==> src/hdl/gbf_pkg.sv <==
package gbf_pkg;

  localparam int unsigned DIM_MAX_DEF      = 16;
  localparam int unsigned MAX_VERTICES_DEF = 4096;
  localparam int unsigned MAX_EDGES_DEF    = 16384;
  localparam int unsigned CMDQ_DEPTH       = 4;

  localparam int unsigned DIST_W     = 48;
  localparam int unsigned WEIGHT_W   = 32;
  localparam int unsigned RAWIDX_W   = 15;
  localparam int unsigned PASSOUT_W  = 12;
  localparam int unsigned CFG_IDX_W  = 3;
  localparam int unsigned CFG_DATA_W = 5;

  localparam logic [DIST_W-1:0] DIST_MAX = {1'b0, {(DIST_W-1){1'b1}}};
  localparam logic [DIST_W-1:0] DIST_MIN = {1'b1, {(DIST_W-1){1'b0}}};

  localparam logic [1:0] REQ_LOAD  = 2'd0;
  localparam logic [1:0] REQ_RUN   = 2'd1;
  localparam logic [1:0] REQ_QUERY = 2'd2;

  localparam logic [CFG_IDX_W-1:0] CFG_SIZE_X   = 3'd0;
  localparam logic [CFG_IDX_W-1:0] CFG_SIZE_Y   = 3'd1;
  localparam logic [CFG_IDX_W-1:0] CFG_SIZE_Z   = 3'd2;
  localparam logic [CFG_IDX_W-1:0] CFG_MODE_3D  = 3'd3;
  localparam logic [CFG_IDX_W-1:0] CFG_ORIGIN_X = 3'd4;
  localparam logic [CFG_IDX_W-1:0] CFG_ORIGIN_Y = 3'd5;
  localparam logic [CFG_IDX_W-1:0] CFG_ORIGIN_Z = 3'd6;

  localparam logic RK_RUN   = 1'b0;
  localparam logic RK_QUERY = 1'b1;

  typedef enum logic [1:0] {
    CMD_LOAD,
    CMD_RUN,
    CMD_QUERY
  } cmd_e;

  typedef enum logic [3:0] {
    S_INIT,
    S_IDLE,
    S_QRD,
    S_QWAIT,
    S_RCLR,
    S_RSRC,
    S_RPASS,
    S_REDGE,
    S_REWAIT,
    S_RVWAIT,
    S_RADD,
    S_RDONE
  } state_e;

  typedef struct packed {
    logic [4:0] size_x;
    logic [4:0] size_y;
    logic [4:0] size_z;
    logic       mode_3d;
    logic [3:0] origin_x;
    logic [3:0] origin_y;
    logic [3:0] origin_z;
  } cfg_t;

  typedef struct packed {
    logic                ok;
    logic [RAWIDX_W-1:0] idx;
  } vidx_t;

  typedef struct packed {
    logic                  kind;
    logic [31:0]           relax_count;
    logic [PASSOUT_W-1:0]  passes_used;
    logic                  edges_dropped;
    logic                  reachable;
    logic [DIST_W-1:0]     distance;
  } res_t;

  function automatic logic [4:0] extent_f(logic [4:0] v, logic [6:0] dmax);
    logic [4:0] e;
    if (v == 5'd0) begin
      e = 5'd1;
    end else if ({2'b00, v} > dmax) begin
      e = dmax[4:0];
    end else begin
      e = v;
    end
    return e;
  endfunction

  // Linear vertex index x + sx*(y + sy*z) under the effective extents.
  function automatic vidx_t vidx_f(logic [3:0] x, logic [3:0] y, logic [3:0] z,
                                   cfg_t c, logic [6:0] dmax);
    logic [4:0]  ex;
    logic [4:0]  ey;
    logic [4:0]  ez;
    logic [3:0]  zz;
    logic [9:0]  yz;
    vidx_t       r;
    ex = extent_f(c.size_x, dmax);
    ey = extent_f(c.size_y, dmax);
    ez = c.mode_3d ? extent_f(c.size_z, dmax) : 5'd1;
    zz = c.mode_3d ? z : 4'd0;
    r.ok = ({1'b0, x} < ex) && ({1'b0, y} < ey) && ({1'b0, zz} < ez);
    yz = 10'(y) + 10'(ey) * 10'(zz);
    r.idx = RAWIDX_W'(x) + RAWIDX_W'(ex) * RAWIDX_W'(yz);
    return r;
  endfunction

endpackage

==> src/hdl/gbf_front.sv <==
module gbf_front
  import gbf_pkg::*;
#(
  parameter int unsigned DIM_MAX      = DIM_MAX_DEF,
  parameter int unsigned MAX_VERTICES = MAX_VERTICES_DEF,
  parameter int unsigned VIDX_W       = $clog2(MAX_VERTICES),
  parameter int unsigned CMD_W        = 3 + 2*VIDX_W + WEIGHT_W
) (
  input  cfg_t               cfg_i,
  input  logic               accept_i,
  input  logic [1:0]         req_type_i,
  input  logic [3:0]         from_x_i,
  input  logic [3:0]         from_y_i,
  input  logic [3:0]         from_z_i,
  input  logic [3:0]         to_x_i,
  input  logic [3:0]         to_y_i,
  input  logic [3:0]         to_z_i,
  input  logic [WEIGHT_W-1:0] edge_weight_i,
  output logic               cmd_push_o,
  output logic [CMD_W-1:0]   cmd_o
);

  vidx_t       va, vb;
  logic [31:0] a32, b32;
  logic        a_ok, b_ok;
  cmd_e        kind;
  logic        ok;

  always_comb begin
    va   = vidx_f(from_x_i, from_y_i, from_z_i, cfg_i, 7'(DIM_MAX));
    vb   = vidx_f(to_x_i, to_y_i, to_z_i, cfg_i, 7'(DIM_MAX));
    a32  = 32'(va.idx);
    b32  = 32'(vb.idx);
    a_ok = va.ok && (a32 < 32'(MAX_VERTICES));
    b_ok = vb.ok && (b32 < 32'(MAX_VERTICES));
    kind = CMD_LOAD;
    ok   = 1'b0;
    cmd_push_o = 1'b0;
    case (req_type_i)
      REQ_LOAD: begin
        kind = CMD_LOAD;
        ok   = a_ok && b_ok;
        cmd_push_o = accept_i;
      end
      REQ_RUN: begin
        kind = CMD_RUN;
        cmd_push_o = accept_i;
      end
      REQ_QUERY: begin
        kind = CMD_QUERY;
        ok   = a_ok;
        cmd_push_o = accept_i;
      end
      default: begin
        // Reserved request type: accepted and dropped here.
        cmd_push_o = 1'b0;
      end
    endcase
    cmd_o = {kind, ok, a32[VIDX_W-1:0], b32[VIDX_W-1:0], edge_weight_i};
  end

endmodule

==> config.mk <==
export PLATFORM = sky130hd
export DESIGN_NAME = gbf_front
export DESIGN_NICKNAME = d
export VERILOG_FILES = /design/src/hdl/gbf_pkg.sv /design/src/hdl/gbf_front.sv
export SDC_FILE = /design/constraint.sdc
export NUM_CORES = 1
export LEC_CHECK = 0
export BUFFER_PORTS_ARGS = -buffer_cell sky130_fd_sc_hd__buf_2
export CAP_MARGIN = 25
export CORE_ASPECT_RATIO = 0.8
export CORE_UTILIZATION = 45
export DETAILED_ROUTE_END_ITERATION = 8
export PLACE_DENSITY = 0.69
export SYNTH_ARGS = -nofsm -noshare
export SYNTH_HDL_FRONTEND = slang
export SYNTH_SLANG_ARGS = --single-unit
==> constraint.sdc <==
create_clock -name vclk -period 17.3
set_input_delay 3.46 -clock vclk [all_inputs]
set_output_delay 3.46 -clock vclk [all_outputs]
set_load 0.01 [all_outputs]
# Yosys cells after proc, flatten, opt, wreduce, memory -nomap -nowiden
# Index checks and enable logic that the tools add are counted.
dict set report totals {
  reg_bits 0
  input_bits 87
  output_inout_bits 60
  elab_cells 45
}
dict set report classes {
  add_sub_neg 4
  n_mul 4
  order_cmp 11
  eq_ne 2
  mux 12
  reduce_logical 12
}
# op count
set ops {}
lappend ops {{two-way mux 5 bit} 7}
lappend ops {{adder 4 x 15 -> 15 bit} 2}
lappend ops {{< comparator 15 x 13 -> 1 bit (second input constant)} 2}
lappend ops {{< comparator 4 x 5 -> 1 bit} 6}
lappend ops {{multiplier 5 x 10 -> 15 bit} 2}
lappend ops {{adder 4 x 9 -> 10 bit} 2}
lappend ops {{multiplier 5 x 4 -> 9 bit} 2}
lappend ops {{greater-than comparator 5 bit (second input constant)} 3}
lappend ops {{logical NOT 5 bit} 3}
lappend ops {{two-way mux 4 bit} 2}
lappend ops {{logical AND 1 bit} 7}
lappend ops {{case mux 2 bit (2 select lines)} 1}
lappend ops {{OR reduction 3 bit} 1}
lappend ops {{== test 2 x 1 -> 1 bit (second input constant)} 1}
lappend ops {{== test 2 bit (second input constant)} 1}
lappend ops {{logical NOT 2 bit} 1}
lappend ops {{case mux 1 bit (2 select lines)} 1}
lappend ops {{two-way mux 1 bit} 1}

# Depth between registers and ports, before layout
dict set report logic_depth {
  word_depth 11
  mapped_depth 30
  mapped_depth_nobuf 28
}

# Worst setup path before layout
# OpenSTA, ideal clock, no wires.
dict set report synth_path {
  path_kind {input to output}
  startpoint {input port cfg_i[12] in the netlist's numbering}
  endpoint {output port cmd_o[56]}
  arrival_ns 10.197
  required_ns 13.840
  setup_slack_ns 3.643
  cell_stages 29
  path_buffers 3
  cell_sequence {clkbuf_1 > clkbuf_1 > nand2_1 > inv_1 > nand2_1 > fa_1 > fa_1 > fa_1 > inv_1 > ha_1 > a21oi_1 > o21bai_1 > a21oi_1 > o21bai_1 > a21oi_2 > mux2i_1 > fa_1 > fa_1 > inv_1 > fa_1 > inv_1 > ha_1 > and3_1 > a21oi_1 > a31oi_1 > xnor2_1 > o2111ai_1 > nor4_1 > buf_4}
}
dict set report synth_between {
  elab_chain_len 9
  elab_cells_between_ends 21
  classes_between {add/sub: 4; mul: 4; order compare: 4; mux: 4; reduce/logical: 5}
}
# item line
set synth_lines {}
lappend synth_lines {{start: declaration} gbf_front.sv:9} ;# input cfg_t cfg_i,
lappend synth_lines {{two-way mux 4 bit} gbf_pkg.sv:102} ;# zz = c.mode_3d ? z : 4'd0;
lappend synth_lines {{multiplier 5 x 4 -> 9 bit} gbf_pkg.sv:104} ;# yz = 10'(y) + 10'(ey) * 10'(zz);
lappend synth_lines {{adder 4 x 9 -> 10 bit} gbf_pkg.sv:104}
lappend synth_lines {{multiplier 5 x 10 -> 15 bit} gbf_pkg.sv:105} ;# r.idx = RAWIDX_W'(x) + RAWIDX_W'(ex) * RAWIDX_W'(yz);
lappend synth_lines {{adder 4 x 15 -> 15 bit} gbf_pkg.sv:105}
lappend synth_lines {{< comparator 15 x 13 -> 1 bit (on tied branches)} {gbf_front.sv:34, gbf_front.sv:35}}
lappend synth_lines {{logical AND 1 bit (on tied branches)} {gbf_front.sv:34, gbf_front.sv:35}}
lappend synth_lines {{logical AND 1 bit} gbf_front.sv:42} ;# ok = a_ok && b_ok;
lappend synth_lines {{case mux 1 bit (2 select lines) *} gbf_front.sv:39} ;# case (req_type_i)
lappend synth_lines {{end: declaration} gbf_front.sv:20} ;# output logic [CMD_W-1:0] cmd_o
# Every way passes the cells marked *; elsewhere a longest branch is shown, timed or not.

# Worst setup path after layout
dict set report layout_path {
  startpoint {input port cfg_i[22] in the netlist's numbering}
  endpoint {output port cmd_o[56]}
}
dict set report layout_between {
  elab_chain_len 11
  elab_cells_between_ends 24
  classes_between {add/sub: 4; mul: 4; order compare: 5; mux: 3; reduce/logical: 8}
}
# item line
set layout_lines {}
lappend layout_lines {{greater-than comparator 5 bit} gbf_pkg.sv:82} ;# end else if ({2'b00, v} > dmax) begin
lappend layout_lines {{two-way mux 5 bit} gbf_pkg.sv:82}
lappend layout_lines {{two-way mux 5 bit *} gbf_pkg.sv:80} ;# if (v == 5'd0) begin
lappend layout_lines {{multiplier 5 x 4 -> 9 bit} gbf_pkg.sv:104}
lappend layout_lines {{adder 4 x 9 -> 10 bit} gbf_pkg.sv:104}
lappend layout_lines {{multiplier 5 x 10 -> 15 bit} gbf_pkg.sv:105}
lappend layout_lines {{adder 4 x 15 -> 15 bit} gbf_pkg.sv:105}
lappend layout_lines {{< comparator 15 x 13 -> 1 bit (on tied branches)} {gbf_front.sv:34, gbf_front.sv:35}}
lappend layout_lines {{logical AND 1 bit (on tied branches)} {gbf_front.sv:34, gbf_front.sv:35}}
lappend layout_lines {{logical AND 1 bit} gbf_front.sv:42}
lappend layout_lines {{case mux 1 bit (2 select lines) *} gbf_front.sv:39}
# Marked as above.

==> impl_metrics.csv <==
group,metric,value,unit
sta,final-hold-violation-count,0,
setup_path,crit_type,"in -> out",
floorplan,start_util,47.1,%
route,route.detailed.drc,0,
synthesis,synth_seq_area_share,0,%
route,routed_wl,12800,um
synthesis,yosys_warnings,0,
global_routing,grt_start_max_net_pins,21,
clock_network,cts_hold_buf,0,
sta,min_period,14.75,ns
cells_and_area,seqCellArea,0,um^2
placement,hpwl,11300,um
sta,rsz0062_at_grt,"no",
run_status,status,"finished clean",
placement,pre_cts_slack,2.54,ns
sta,slew_headroom,45.1,%
global_routing,grt_pass1_vias,4706,
route,drt_pass1_iterations,4,
route,avgViaCountPerCell,5.15,
cells_and_area,drive_gt1_share,11.7,%
placement,gp_congestion,0.846,
sta,finalSetupViolCount,0,
sta,setup_tns,0,ns
synthesis,synthCells,742,
setup_path,crit_path_start,"cfg_i[22]",
min_path,hold_start,"edge_weight_i[12]",
cells_and_area,nFillCells,1265,
synthesis,syn_area,5840,um^2
cells_and_area,n_antenna_cell,0,
global_routing,grt_util_all_layers,20.0,%
route,wire_per_inst,13.6,um
synthesis,synth_simple_gate_area_share,18.8,%
route,vias,4837,
route,antenna_left,0,
sta,timing.hold.ws,6.92,ns
sta,finalCritPeriodShare,85.3,%
power_and_ir_drop,leakage,3.46,nW
cells_and_area,nClkBuffers,0,
global_routing,overflow,0,
synthesis,syn-num-nets,1021,
sta,drv_slew,0,
sta,worstMarginPinSlew,0.816,ns
global_routing,antenna_found_initial,0,
setup_path,cp.required,13.84,ns
synthesis,synthMuxAreaShare,1.89,%
cells_and_area,final_common_cell,"inv_1",
cells_and_area,seq_cells,0,
cells_and_area,final_cell_mix,"inv_1 (133), ha_1 (118), nor2_1 (97)",
cells_and_area,syn2layout_area_growth,4.93,%
floorplan,fp-row-count,36,
power_and_ir_drop,vdd_drop_max,31.5,uV
placement,port_buffers,71,
power_and_ir_drop,power_per_cell_area,43.0,nW/um^2
clock_network,cts_setup_buffers,0,
sta,max_freq,0.0678,GHz
synthesis,yosysUniqueCellTypes,46,
synthesis,yosys.area_share.adder,50.7,%
synthesis,synth-compound-area-share,10.8,%
sta,worst_slack,2.55,ns
run,cap_violations,0,
floorplan,top_level_ports,147,
floorplan,die_area,13400,um^2
setup_path,startpoint_type,"primary input",
power_and_ir_drop,power,0.264,mW
setup_path,path_max_fanout,16,
synthesis,synthXorXnorAreaFrac,4.20,%
setup_path,arrival,11.29,ns
setup_path,worstSetupEndpointType,"primary output",
synthesis,avgSynthCellArea,7.87,um^2
floorplan,core,12400,um^2
cells_and_area,fin_nets,1050,
synthesis,synth_top_family_by_area,"adder cells",
clock_network,cts_resized,0,
floorplan,die_x,129,um
min_path,hold_class,"in -> out",
global_routing,grt_pass1_wl,22200,um
floorplan,die_y,104,um
route,dr.first_iter.drc_count,199,
cell type report:
type,instances,area (um^2),area share [%]
Inverter,134,503,8.21
Tap cell,171,214,3.49
Timing Repair Buffer,73,370,6.05
Multi-Input combinational cell,562,5040,82.2
stage by stage:
| stage | instances | area, um^2 | util [%] |
|---|---|---|---|
| floorplan | 742 | 5840 | - |
| global placement | 939 | 6120 | 49.4 |
| detailed placement | 939 | 6120 | 49.4 |
| CTS | 939 | 6120 | 49.4 |
| global route | 940 | 6120 | 49.4 |
| finish | 940 | 6120 | 49.4 |
layer usage:
metal  vias up  share of wire (%)  global-route usage (%)
li1       2420                  -                       -
met1      2283                 53                    31.4
met2       134                 42                    31.6
met3         0                5.1                    1.34
met4         0                  0                       0
met5         -                  0                       0
cells by family after synthesis:
group,Yosys count
AOI/OAI and AO/OA,96
xor gates and xnor gates,28
adders and majority gates,192
buffers and inverters,180
muxes,11
and+or+nand+nor,235
Yosys cell counts (all sizes together), types with 6 or more instances:
library cell	count	area, um^2
a21o	11	83.8
and3	8	50.1
o21ai	13	65.1
and2	19	121
a211oi	6	50.1
nand2b	13	81.3
xnor2	24	210
buf	33	248
nand3	6	30.0
ha	118	1480
nor3	14	70.1
mux2i	11	110
or2	8	50.1
nand2	47	176
nor2b	9	56.3
clkbuf	13	48.8
inv	133	499
fa	74	1480
a31oi	8	50.1
nor2	98	370
a21oi	30	158
o21bai	15	113
power breakdown:
group | switching (mW) | internal (mW)
logic | 0.155 | 0.109
clock network | 0 | 0
registers | 0 | 0
path summary, 6_finish.rpt:
kind	to	slack, ns	cells after the start
min	cmd_o[12]	6.92	0
max	cmd_o[56]	2.55	27
critical path, stage by stage:
cell and delay (ns):
buf_2 0.19, nand2b_1 0.37, or2_2 0.40, fa_1 0.49, fa_1 0.52, fa_1 0.51
inv_1 0.04, ha_1 0.32, a21oi_1 0.23, o21bai_1 0.10, a21oi_1 0.24, o21bai_1 0.11
a21oi_2 0.34, mux2i_1 0.30, fa_1 0.48, fa_1 0.55, inv_1 0.06, fa_1 0.52
inv_1 0.04, ha_1 0.38, and3_1 0.21, a21oi_1 0.19, a31oi_1 0.14, xnor2_1 0.24
o2111ai_1 0.16, nor4_1 0.49, buf_2 0.23
Power figures use the tool's default switching activity.
