--- config.mk ---
export PLATFORM = sky130hd
export DESIGN_NAME = gbf_fifo
export DESIGN_NICKNAME = d
export VERILOG_FILES = /design/src/hdl/gbf_fifo.sv
export SDC_FILE = /design/constraint.sdc
export NUM_CORES = 1
export LEC_CHECK = 0
export ABC_CLOCK_PERIOD_IN_PS = 4000
export BUFFER_PORTS_ARGS = -buffer_cell sky130_fd_sc_hd__buf_2
export CAP_MARGIN = 0
export CORE_MARGIN = 2
export CORE_UTILIZATION = 60
export CTS_CLUSTER_SIZE = 8
export DETAILED_ROUTE_END_ITERATION = 16
export GPL_ROUTABILITY_DRIVEN = 0
export PLACE_DENSITY = 0.92
export REMOVE_ABC_BUFFERS = 1
export SLEW_MARGIN = 5
export SYNTH_ARGS = -nofsm -noshare
export SYNTH_HDL_FRONTEND = slang
export SYNTH_SLANG_ARGS = --single-unit
--- constraint.sdc ---
create_clock -name clk_i -period 4 [get_ports clk_i]
set_clock_uncertainty 0.1 [all_clocks]
set_input_delay 0.8 -clock clk_i [delete_from_list [all_inputs] [get_ports clk_i]]
set_output_delay 0.8 -clock clk_i [all_outputs]
set_load 0.01 [all_outputs]
--- src/hdl/gbf_fifo.sv ---
module gbf_fifo #(
  parameter int unsigned WIDTH = 8,
  parameter int unsigned DEPTH = 4
) (
  input  logic             clk_i,
  input  logic             rst_ni,
  input  logic             push_i,
  input  logic [WIDTH-1:0] wdata_i,
  output logic             full_o,
  input  logic             pop_i,
  output logic [WIDTH-1:0] rdata_o,
  output logic             empty_o
);

  localparam int unsigned AW = $clog2(DEPTH);

  logic [WIDTH-1:0] slot_q [DEPTH];
  logic [AW-1:0]    wptr_q, wptr_d, rptr_q, rptr_d;
  logic [AW:0]      cnt_q, cnt_d;
  logic             do_push, do_pop;

  assign full_o  = (cnt_q == (AW+1)'(DEPTH));
  assign empty_o = (cnt_q == '0);
  assign rdata_o = slot_q[rptr_q];
  assign do_push = push_i && !full_o;
  assign do_pop  = pop_i && !empty_o;

  always_comb begin
    wptr_d = wptr_q;
    rptr_d = rptr_q;
    cnt_d  = cnt_q;
    if (do_push) begin
      wptr_d = (wptr_q == AW'(DEPTH-1)) ? '0 : wptr_q + 1'b1;
    end
    if (do_pop) begin
      rptr_d = (rptr_q == AW'(DEPTH-1)) ? '0 : rptr_q + 1'b1;
    end
    if (do_push && !do_pop) begin
      cnt_d = cnt_q + 1'b1;
    end else if (!do_push && do_pop) begin
      cnt_d = cnt_q - 1'b1;
    end
  end

  always_ff @(posedge clk_i or negedge rst_ni) begin
    if (!rst_ni) begin
      wptr_q <= '0;
      rptr_q <= '0;
      cnt_q  <= '0;
    end else begin
      wptr_q <= wptr_d;
      rptr_q <= rptr_d;
      cnt_q  <= cnt_d;
    end
  end

  always_ff @(posedge clk_i) begin
    if (do_push) begin
      slot_q[wptr_q] <= wdata_i;
    end
  end

endmodule

=== Yosys cells after proc, flatten, opt, wreduce, memory -nomap -nowiden ===
Memories as Yosys holds them, arrays and structs flattened.
Cells that the tools add are included.

* $add $sub $neg: 4
* Eq/ne operators: 3
* Mux-type cells: 6
* Reductions and logical operators: 10

{| class="wikitable"
|+ Operator list
! cell !! count
|-
| 3-bit 2-to-1 mux || 2
|-
| 2-bit by 1-bit adder with 2-bit output, second input constant || 2
|-
| 2-bit equality test, second input constant || 2
|-
| 1-bit logical AND || 4
|-
| 1-bit logical NOT || 4
|-
| 2-bit 2-to-1 mux || 2
|-
| 3-bit by 1-bit adder with 3-bit output, second input constant || 1
|-
| 3-bit equality test, second input constant || 1
|-
| 3-bit logical NOT || 1
|-
| 3-bit by 1-bit subtractor with 3-bit output, second input constant || 1
|-
| 1-bit 2-to-1 mux || 2
|-
| 2-bit nonzero test || 1
|}

* Register bits: 7
* Bits in writable memories: 32
* Input bits: 12
* Word-level logic and storage cells: 27
* Memories: 1

{| class="wikitable"
|+ Memory list
! memory !! words !! width !! read ports !! clocked after memory_dff !! wr ports !! line !! source
|-
| slot_q || 4 || 8 || 1 || 0 || 1 || 17 || <nowiki>logic [WIDTH-1:0] slot_q [DEPTH];</nowiki>
|}

=== Logic depth before layout (Yosys ltp) ===
Gate-level depths: netlist of the first run.

* Word-level depth: 7
* Mapped depth: 9
* Depth with buffers taken out: 8

=== Least setup slack after synthesis of the first run ===
Ideal clock, no wire load.

* Kind: input -> register
* Start point: in push_i
* End point: reg cnt_q[1]
* Library setup time: 125 ps
* Arrival time: 1977 ps
* Required time: 3775 ps
* Setup slack: 1799 ps
* Stages: 6
* Cells stage by stage: nor2b_2 > buf_6 > ha_1 > inv_1 > fa_1 > mux2_2

* Elaborated cells between the ends (all ways): 6
* Classes of those cells: 1 x mux; 5 x reduce/logical

{| class="wikitable"
|+ RTL lines
! element !! line !! source
|-
| start: declaration || 7 || <nowiki>input logic push_i,</nowiki>
|-
| 1-bit logical AND || 25 || <nowiki>assign do_push = push_i && !full_o;</nowiki>
|-
| named net do_push || 20 || <nowiki>logic do_push, do_pop;</nowiki>
|-
| 1-bit logical AND || 38 || <nowiki>if (do_push && !do_pop) begin</nowiki>
|-
| 3-bit 2-to-1 mux || 38 ||
|-
| named net cnt_d[1] || 19 || <nowiki>logic [AW:0] cnt_q, cnt_d;</nowiki>
|-
| end signal: assignment || 53 || <nowiki>cnt_q <= cnt_d;</nowiki>
|-
| end: declaration || 19 ||
|}

The timed path passes the listed nets, and every way through them passes these cells.
A chain may end at the register's enable or synchronous reset.

=== Final worst setup path of the first run ===
* Start point: reg rptr_q[0]
* End point: out rdata_o[4]

* Longest elaborated chain between the ends: 1

{| class="wikitable"
|+ RTL lines
! element !! line !! source
|-
| start: declaration || 18 || <nowiki>logic [AW-1:0] wptr_q, wptr_d, rptr_q, rptr_d;</nowiki>
|-
| start signal: assignment || 52 || <nowiki>rptr_q <= rptr_d;</nowiki>
|-
| memory read 4 x 8 bit || - ||
|-
| end: declaration || 11 || <nowiki>output logic [WIDTH-1:0] rdata_o,</nowiki>
|}

Every way passes these cells.

==> impl_metrics.ini, run 1 <==
[run_status]
outcome = finished clean

[grt]
grt_remaining_overflow = 0
grt_pass1_vias = 830
antenna_found_initial = 0
grt_usage = 0.186
grt_max_degree = 13
grt_pass1_wl_microns = 4110

[clock_network]
htree_levels = 2
holdBufCountCts = 0
clk_latency_ps = 340
root_buffer = clkbuf_4
cts_resized = 0
cts_buffers = 5
numClockSinks = 39
cts_tree = yes
post_cts_buffers = 0
clockBufferDepth = 2
cts.clk_slew.worst_paths_ps = 110

[worst_setup_path]
worstSetupPathType = reg -> out
cp-end-kind = output pin
cp.required_ps = 3100
r2r_start = cnt_q[1]$_DFFE_PN0P_
crit_arrival_ps = 1760
startpoint = rptr_q[0]$_DFFE_PN0P_
start_kind = flip-flop
worstReg2RegEnd = cnt_q[2]$_DFFE_PN0P_
regToRegSetupSlack_ps = 1770
slowest_delay_ps = 700
crit_family = flip-flops
critPathSlowestCell = dfrtp_1
worstPathMaxFanout = 11
critPathBufInv = 1
crit_cells = 2
crit_chain = mux4_2, buf_2
critical_path.endpoint = rdata_o[4]
ff2ff_path_depth = 8

[floorplanning]
core_area_sq_um = 2520
initial_utilization = 0.642
dieWidth_microns = 56.0
io_pins = 22
dieArea_sq_um = 3130
rows = 18
die_y_microns = 56.0

[detailed_routing]
first_pass_iters = 4
drc = 0
vias = 735
wirelength_microns = 2490
wl_per_cell_microns = 18.5
dr.first_iter.drc_count = 15
vias_per_cell = 5.44
ant_nets = 0

[sta]
slew_headroom = 0.633
max_freq_ghz = 0.376
finalMaxSlewViolations = 0
period_needed_ps = 2660
setup_violations = 0
fin_setup_tns_ps = 0
final_hold_viol_count = 0
worst_pin_slew_ps = 551
rsz0062_at_grt = no
fin_crit_sh = 0.664

[logic_synthesis]
synth_area_per_cell_sq_um = 20.5
synth_warnings = 0
ys_seq_elements = 39
ys_types = 19
syn-instance-count = 79
syn-cell-area_sq_um = 1620
seq_area_frac_synth = 0.701

[place]
hpwl_microns = 1740
port_buffers = 21
placement.cell_area_sq_um = 1740

[final_layout]
diodes = 0
post-route-cell-area_sq_um = 1840
layout_commonest_cell = edfxtp_1
final_nets = 123
syn_to_final_growth_pct = 13.8
final_cell_mix = edfxtp_1, buf_2, mux4_2, dfrtp_1, ha_1
fill_cells = 164
drive_above_1_share = 0.457

[pwr]
combinationalPowerShare = 0.305
p_int_mw = 0.982
clkPwrFrac = 0.229
p_sw_mw = 0.402
p_seq_frac = 0.467
power.leakage_nw = 0.706
netSwitchingFraction = 0.291
power_density_nw_per_um2 = 751
irDropWorstVdd_v = 0.000562

[job]
drv_cap = 0

[worst_hold_path]
hp-class = in -> async
[logic make-up (layout without fill, tap and decap cells)]
logic type,after synthesis,after routing,synth area share
xor+xnor,3,3,0.0162
fa+ha+maj,7,7,0.0587
buf+inv,6,32,0.0193
flops,39,39,0.701
mux,13,13,0.151
simple gates,11,11,0.0541
[synth_stat cells]
library cell | number | area [sq um]
buf_1 | 1 | 3.75
xnor2_1 | 1 | 8.76
nor3b_4 | 1 | 18.8
fa_1 | 1 | 20.0
ha_1 | 6 | 75.1
nor2b_2 | 1 | 8.76
dfrtp_1 | 7 | 175
buf_2 | 1 | 5.00
nor3_1 | 1 | 5.00
xor2_1 | 2 | 17.5
edfxtp_1 | 32 | 961
nor2_1 | 3 | 11.3
mux2_4 | 2 | 30.0
buf_6 | 1 | 11.3
and2_2 | 4 | 30.0
inv_1 | 3 | 11.3
nand2b_4 | 1 | 13.8
mux2_2 | 3 | 33.8
mux4_2 | 8 | 180
[sequential cells by signal, indices dropped and copies added, names as in the netlist]
name,cells
wptr_q,2
slot_q,32
cnt_q,3
rptr_q,2
[power groups by stage]
| stage | logic, mW | clock network [mW] | registers, mW |
|---|---|---|---|
| finish | 0.422 | 0.317 | 0.646 |
| global route | 0.460 | 0.339 | 0.662 |
| CTS | 0.431 | 0.319 | 0.649 |
| detailed placement | 0.426 | 0 | 0.656 |
| global placement | 0.401 | 0 | 0.649 |
| floorplan | 0.308 | 0 | 0.630 |
[final cells by class]
cell class,count,area [sq um],area share
Inverter,3,11.3,0.00611
Clock inverter,2,60.1,0.0326
Multi-Input combinational cell,34,453,0.246
Timing Repair Buffer,21,105,0.0570
Sequential cell,39,1140,0.616
Clock buffer,6,41.3,0.0224
Tap cell,30,37.5,0.0204
[worst min-delay path by stage]
stage | endpoint | slack (ps) | startpoint | cells past startpoint
finish | cnt_q[1]$_DFFE_PN0P_ | 170 | rst_ni | 1
global route | cnt_q[1]$_DFFE_PN0P_ | 170 | rst_ni | 1
CTS | cnt_q[1]$_DFFE_PN0P_ | 170 | rst_ni | 1
detailed placement | cnt_q[2]$_DFFE_PN0P_ | 390 | cnt_q[2]$_DFFE_PN0P_ | 1
global placement | cnt_q[2]$_DFFE_PN0P_ | 380 | cnt_q[2]$_DFFE_PN0P_ | 1
floorplan | cnt_q[2]$_DFFE_PN0P_ | 360 | cnt_q[2]$_DFFE_PN0P_ | 1
[stage by stage]
step                      setup slack (ps)  hold WS (ps)  utilization  total power [mW]  cells
after floorplan                       1770           364            -             0.939     76
after CTS                             1280           173        0.731              1.40    135
after global routing                  1200           170        0.731              1.46    135
after detailed placement              1520           392        0.691              1.08    127
final                                 1340           171        0.731              1.38    135
after global placement                1590           378        0.691              1.05    127
[worst register-to-register path, delay by kind of cell, from the launching register on]
family | cells | cell delay (ps)
simple gates | 3 | 650
fa+ha+maj | 2 | 560
flops | 1 | 480
xor+xnor | 2 | 310
buf+inv | 1 | 70
[per-layer routing]
layer / up-vias / track usage / part of all wire
li1: 350 / - / -
met1: 363 / 0.235 / 0.43
met2: 17 / 0.301 / 0.51
met3: 5 / 0.0628 / 0.040
met4: 0 / 0.0714 / 0.018
met5: - / 0 / 0
Power figures use the tool's default switching activity.
==> run 2, diff against run 1 <==
--- a/config.mk
+++ b/config.mk
@@ -5,15 +5,15 @@
 export SDC_FILE = /design/constraint.sdc
 export NUM_CORES = 1
 export LEC_CHECK = 0
-export ABC_CLOCK_PERIOD_IN_PS = 4000
+export ABC_CLOCK_PERIOD_IN_PS = 2500
 export BUFFER_PORTS_ARGS = -buffer_cell sky130_fd_sc_hd__buf_2
 export CAP_MARGIN = 0
 export CORE_MARGIN = 2
-export CORE_UTILIZATION = 60
+export CORE_UTILIZATION = 55
 export CTS_CLUSTER_SIZE = 8
 export DETAILED_ROUTE_END_ITERATION = 16
 export GPL_ROUTABILITY_DRIVEN = 0
-export PLACE_DENSITY = 0.92
+export PLACE_DENSITY = 0.86
 export REMOVE_ABC_BUFFERS = 1
 export SLEW_MARGIN = 5
 export SYNTH_ARGS = -nofsm -noshare
==> constraint.sdc (replaced) <==
create_clock -name clk_i -period 2.5 [get_ports clk_i]
set_clock_uncertainty 0.1 [all_clocks]
set_input_delay 0.5 -clock clk_i [delete_from_list [all_inputs] [get_ports clk_i]]
set_output_delay 0.5 -clock clk_i [all_outputs]
set_load 0.01 [all_outputs]
==> run 2 against run 1 <==
Non-clock buffer count grew 1. Via count grew 4.9%. Clock-buffer cell count shrank 1. Combinational power grew 60%. Clock power grew 26%. Final area shrank 0.68%. Sequential power grew 61%. Highest routed layer unchanged. Core utilization shrank 7.3 points.
==> impl_metrics.ini, run 2 (synthesis gave the netlist of run 1 again) <==
[run_status]
outcome = finished clean

[floorplanning]
core_area_sq_um = 2780
initial_utilization = 0.583
io_pins = 22
dieWidth_microns = 58.3
rows = 19
dieArea_sq_um = 3400
die_y_microns = 58.3

[final_layout]
largest_reg_flops = 32
final_cell_mix = edfxtp_1, buf_2, mux4_2, ha_1, dfrtp_1
drive_above_1_share = 0.462
layout_commonest_cell = edfxtp_1
top_regs = slot_q (32), cnt_q (3)
regMostFlops = slot_q
regArea_sq_um = 1140
fill_cells = 181
diodes = 0
finish.utilization = 0.659
final_nets = 124
syn_to_final_growth_pct = 13.1
multi_input_area_sq_um = 453

[detailed_routing]
ant_nets = 0
drc = 0
wirelength_microns = 2410
wl_per_cell_microns = 17.6
vias = 771
dr.first_iter.drc_count = 13
first_pass_iters = 4
vias_per_cell = 5.63

[grt]
antenna_found_initial = 0
grt_pass1_vias = 817
grt_max_degree = 13
grt_usage = 0.165
grt_pass1_wl_microns = 3870
grt_remaining_overflow = 0

[pwr]
clkPwrFrac = 0.189
power.leakage_nw = 0.699
p_int_mw = 1.47
p_seq_frac = 0.490
p_sw_mw = 0.644
irDropWorstVdd_v = 0.000934
combinationalPowerShare = 0.320
netSwitchingFraction = 0.305
power_density_nw_per_um2 = 1150

[worst_setup_path]
start_kind = flip-flop
cp.required_ps = 1900
crit_arrival_ps = 1610
cp-end-kind = output pin
crit_chain = mux4_2, buf_2
critPathSlowestCell = dfrtp_2
worstPathMaxFanout = 11
slowest_delay_ps = 580
worstSetupPathType = reg -> out

[clock_network]
post_cts_buffers = 0
numClockSinks = 39
clk_latency_ps = 330
root_buffer = clkbuf_4
cts_buffers = 5
cts.clk_slew.worst_paths_ps = 110
clockBufferDepth = 2
cts_tree = yes
htree_levels = 2

[sta]
hold_slack_ps = 275
finalMaxSlewViolations = 0
setup_violations = 0
rsz0062_at_grt = no
fin_setup_tns_ps = 0
worst_pin_slew_ps = 412
max_freq_ghz = 0.452
fin_crit_sh = 0.884
period_needed_ps = 2210
final_hold_viol_count = 0
slew_headroom = 0.725

[worst_hold_path]
hp-class = in -> reg

[place]
hpwl_microns = 1640
port_buffers = 21

[job]
drv_cap = 0
run 2: changes by cell type in the layout (fill, tap and decap cells not counted):
cell	before	now
bufinv_16	2	1
clkbuf_1	1	0
clkinv_1	0	1
clkinv_2	0	1
dfrtp_1	7	6
dfrtp_2	0	1
dlygate4sd3_1	0	1
run 2: power by group through the flow:
| stage | Combinational (mW) | Sequential (mW) | Clock, mW |
|---|---|---|---|
| global route | 0.746 | 1.07 | 0.439 |
| CTS | 0.690 | 1.04 | 0.407 |
| finish | 0.676 | 1.04 | 0.400 |
| detailed placement | 0.684 | 1.06 | 0 |
| floorplan | 0.493 | 1.01 | 0 |
| global placement | 0.650 | 1.04 | 0 |
run 2: cell type report:
cell class	count	share of cell area
Clock inverter	3	0.0212
Clock buffer	5	0.0205
Multi-Input combinational cell	34	0.247
Tap cell	31	0.0212
Timing Repair Buffer	22	0.0628
Inverter	3	0.00615
Sequential cell	39	0.621
run 2: repair_timing:
| action | CTS | global route |
|---|---|---|
| resized for setup | 0 | 1 |
| hold buffers | 1 | 0 |
| hold endpoints to repair | 7 | 0 |
| endpoints found under the setup margin | 0 | 8 |
run 2: stage by stage:
step,power (mW),cell area (sq um),worst slack (ps),cells
6_report,2.11,1830,290,137
5_1_grt,2.25,1830,157,137
4_1_cts,2.14,1830,56.2,137
3_5_place_dp,1.74,1740,314,128
3_3_place_gp,1.69,1740,445,128
2_1_floorplan,1.50,1600,336,76
run 2: worst paths after layout:
kind                       slack [ps]  cells past startpoint                     end                   from
hold / removal                    280                      1  slot_q[2][2]$_DFFE_PP_             wdata_i[2]
setup reg to reg                  320                      8    cnt_q[2]$_DFFE_PN0P_   cnt_q[0]$_DFFE_PN0P_
max in group asynchronous        1730                      2   rptr_q[0]$_DFFE_PN0P_                 rst_ni
hold reg to reg                   420                      1    cnt_q[2]$_DFFE_PN0P_   cnt_q[2]$_DFFE_PN0P_
min in group asynchronous         410                      2    cnt_q[0]$_DFFE_PN0P_                 rst_ni
setup / recovery                  290                      2              rdata_o[4]  rptr_q[0]$_DFFE_PN0P_
run 2: critical path, delay by kind of cell, from the launching register on:
kind                   cells  cell delay (ps)
buffers and inverters      1              150
flip-flops                 1              580
multiplexers               1              540
run 2: layer usage:
metal  global-route usage  wire, microns
met5                    0              0
met4               0.0598             21
met3               0.0737            154
met2                0.260           1250
met1                0.203            982
==> run 3, diff against run 2 <==
--- a/config.mk
+++ b/config.mk
@@ -5,15 +5,15 @@
 export SDC_FILE = /design/constraint.sdc
 export NUM_CORES = 1
 export LEC_CHECK = 0
-export ABC_CLOCK_PERIOD_IN_PS = 2500
+export ABC_CLOCK_PERIOD_IN_PS = 2000
 export BUFFER_PORTS_ARGS = -buffer_cell sky130_fd_sc_hd__buf_2
 export CAP_MARGIN = 0
 export CORE_MARGIN = 2
-export CORE_UTILIZATION = 55
+export CORE_UTILIZATION = 50
 export CTS_CLUSTER_SIZE = 8
 export DETAILED_ROUTE_END_ITERATION = 16
 export GPL_ROUTABILITY_DRIVEN = 0
-export PLACE_DENSITY = 0.86
+export PLACE_DENSITY = 0.83
 export REMOVE_ABC_BUFFERS = 1
 export SLEW_MARGIN = 5
 export SYNTH_ARGS = -nofsm -noshare
==> constraint.sdc (replaced) <==
create_clock -name clk_i -period 2 [get_ports clk_i]
set_clock_uncertainty 0.1 [all_clocks]
set_input_delay 0.4 -clock clk_i [delete_from_list [all_inputs] [get_ports clk_i]]
set_output_delay 0.4 -clock clk_i [all_outputs]
set_load 0.01 [all_outputs]
==> run 3 against run 2 <==
Critical path type unchanged. The flow now finishes with violations (setup timing). Worst hold slack got worse by 99 ps. Sequential power increased by 22%. Sequential cell count unchanged.
==> impl_metrics.ini, run 3 (synthesis gave the netlist of run 1 again) <==
[pwr]
irDropWorstVdd_v = 0.000871
p_total_mw = 2.91
power.leakage_nw = 0.756
power_density_nw_per_um2 = 1480

[clock_network]
cts_buffers = 5
cts_tree = yes
root_buffer = clkbuf_4
cts.clk_slew.worst_paths_ps = 120
clockBufferDepth = 2
htree_levels = 2
numClockSinks = 39
clk_latency_ps = 330

[grt]
grt_usage = 0.158
antenna_found_initial = 0
grt_max_degree = 14
grt_pass1_vias = 866
grt_remaining_overflow = 0
grt_pass1_wl_microns = 4000

[floorplanning]
initial_utilization = 0.526
io_pins = 22
rows = 20
dieWidth_microns = 60.9
die_y_microns = 60.9
core_area_sq_um = 3080
dieArea_sq_um = 3710

[worst_setup_path]
regToRegSetupSlack_ps = 20
cp-end-kind = output pin
worstSetupPathType = reg -> out
critical_path.endpoint = rdata_o[6]
ff2ff_path_depth = 8
crit_arrival_ps = 1520
cp.required_ps = 1500
worstReg2RegEnd = cnt_q[2]$_DFFE_PN0P_
start_kind = flip-flop
worstPathMaxFanout = 5
startpoint = rptr_q[0]$_DFFE_PN0P_
r2r_start = cnt_q[0]$_DFFE_PN0P_

[job]
drv_cap = 0

[place]
port_buffers = 21
post-place-ws_ps = -73.3
hpwl_microns = 1730

[final_layout]
regMostFlops = slot_q
diodes = 0
drive_above_1_share = 0.544
syn_to_final_growth_pct = 21.8
top_regs = slot_q (32), cnt_q (3)
final_nets = 132
layout_commonest_cell = edfxtp_1
multi_input_area_sq_um = 464
fill_cells = 226
largest_reg_flops = 32
final_cell_mix = edfxtp_1, buf_2, mux4_2, buf_6
regArea_sq_um = 1140

[run_status]
outcome = finished, violations left
violations = setup timing

[detailed_routing]
wirelength_microns = 2530
vias = 785
drc = 0
ant_nets = 0
wl_per_cell_microns = 16.0
dr.first_iter.drc_count = 9
vias_per_cell = 4.97
first_pass_iters = 4

[sta]
fin_crit_sh = 1.01
final_hold_viol_count = 0
setup_violations = 5
rsz0062_at_grt = yes
worst_pin_slew_ps = 258
max_freq_ghz = 0.496
period_needed_ps = 2020
slew_headroom = 0.828
finalMaxSlewViolations = 0
setup_slack_ps = -16.6

[worst_hold_path]
hp-class = in -> reg
holdCritStartpoint = wdata_i[3]
[run 3: changes by cell type in the layout (fill, tap and decap cells not counted), sizes merged]
cell	change
buf	+8
[run 3: power by group]
part           switching, mW  internal (mW)
Combinational          0.464          0.669
Clock                  0.249          0.263
Sequential             0.159           1.11
[run 3: metal layers]
layer	vias up	wire length, microns	track usage
met5	-	0	0
met4	0	31	0.0652
li1	367	-	-
met1	400	1000	0.184
met3	5	65	0.0384
met2	13	1430	0.278
[run 3: worst min path at each step]
stage	to	slack [ps]	cells after the start
2_1_floorplan	cnt_q[0]$_DFFE_PN0P_	4	0
3_5_place_dp	cnt_q[0]$_DFFE_PN0P_	150	1
3_3_place_gp	cnt_q[0]$_DFFE_PN0P_	140	1
6_report	slot_q[1][3]$_DFFE_PP_	180	1
4_1_cts	slot_q[0][4]$_DFFE_PP_	160	1
5_1_grt	slot_q[2][4]$_DFFE_PP_	150	1
[run 3: worst max-delay path, cell delays in order, from the launching register on]
cell	delay, ps
dfrtp_1	390
buf_6	150
mux4_2	510
buf_6	140
[run 3: what timing repair did]
item                                    4_1_cts  5_1_grt
endpoints found under the setup margin       10       10
setup buffers                                 1        1
gates resized for setup                       6        8
hold buffers                                  1        0
pin swaps                                     1        1
endpoints found under the hold margin         7        0
[run 3: metrics by stage]
step	TNS, ps	cells	area [sq um]	hold slack (ps)	utilization
4_1_cts	-208	157	1930	160	0.627
3_5_place_dp	-95.3	147	1810	145	0.587
5_1_grt	-780	158	1970	152	0.641
3_3_place_gp	0	147	1810	136	0.587
2_1_floorplan	-296	76	1600	4.41	-
6_report	-49.3	158	1970	177	0.641
[run 3: area by class of cell]
class / instances / area share
flip-flops and latches: 39 / 0.578
well taps: 44 / 0.0279
multi-input cells: 34 / 0.235
inverters: 3 / 0.00571
clock buffers: 5 / 0.0190
repair buffers: 30 / 0.112
clock inverters: 3 / 0.0222
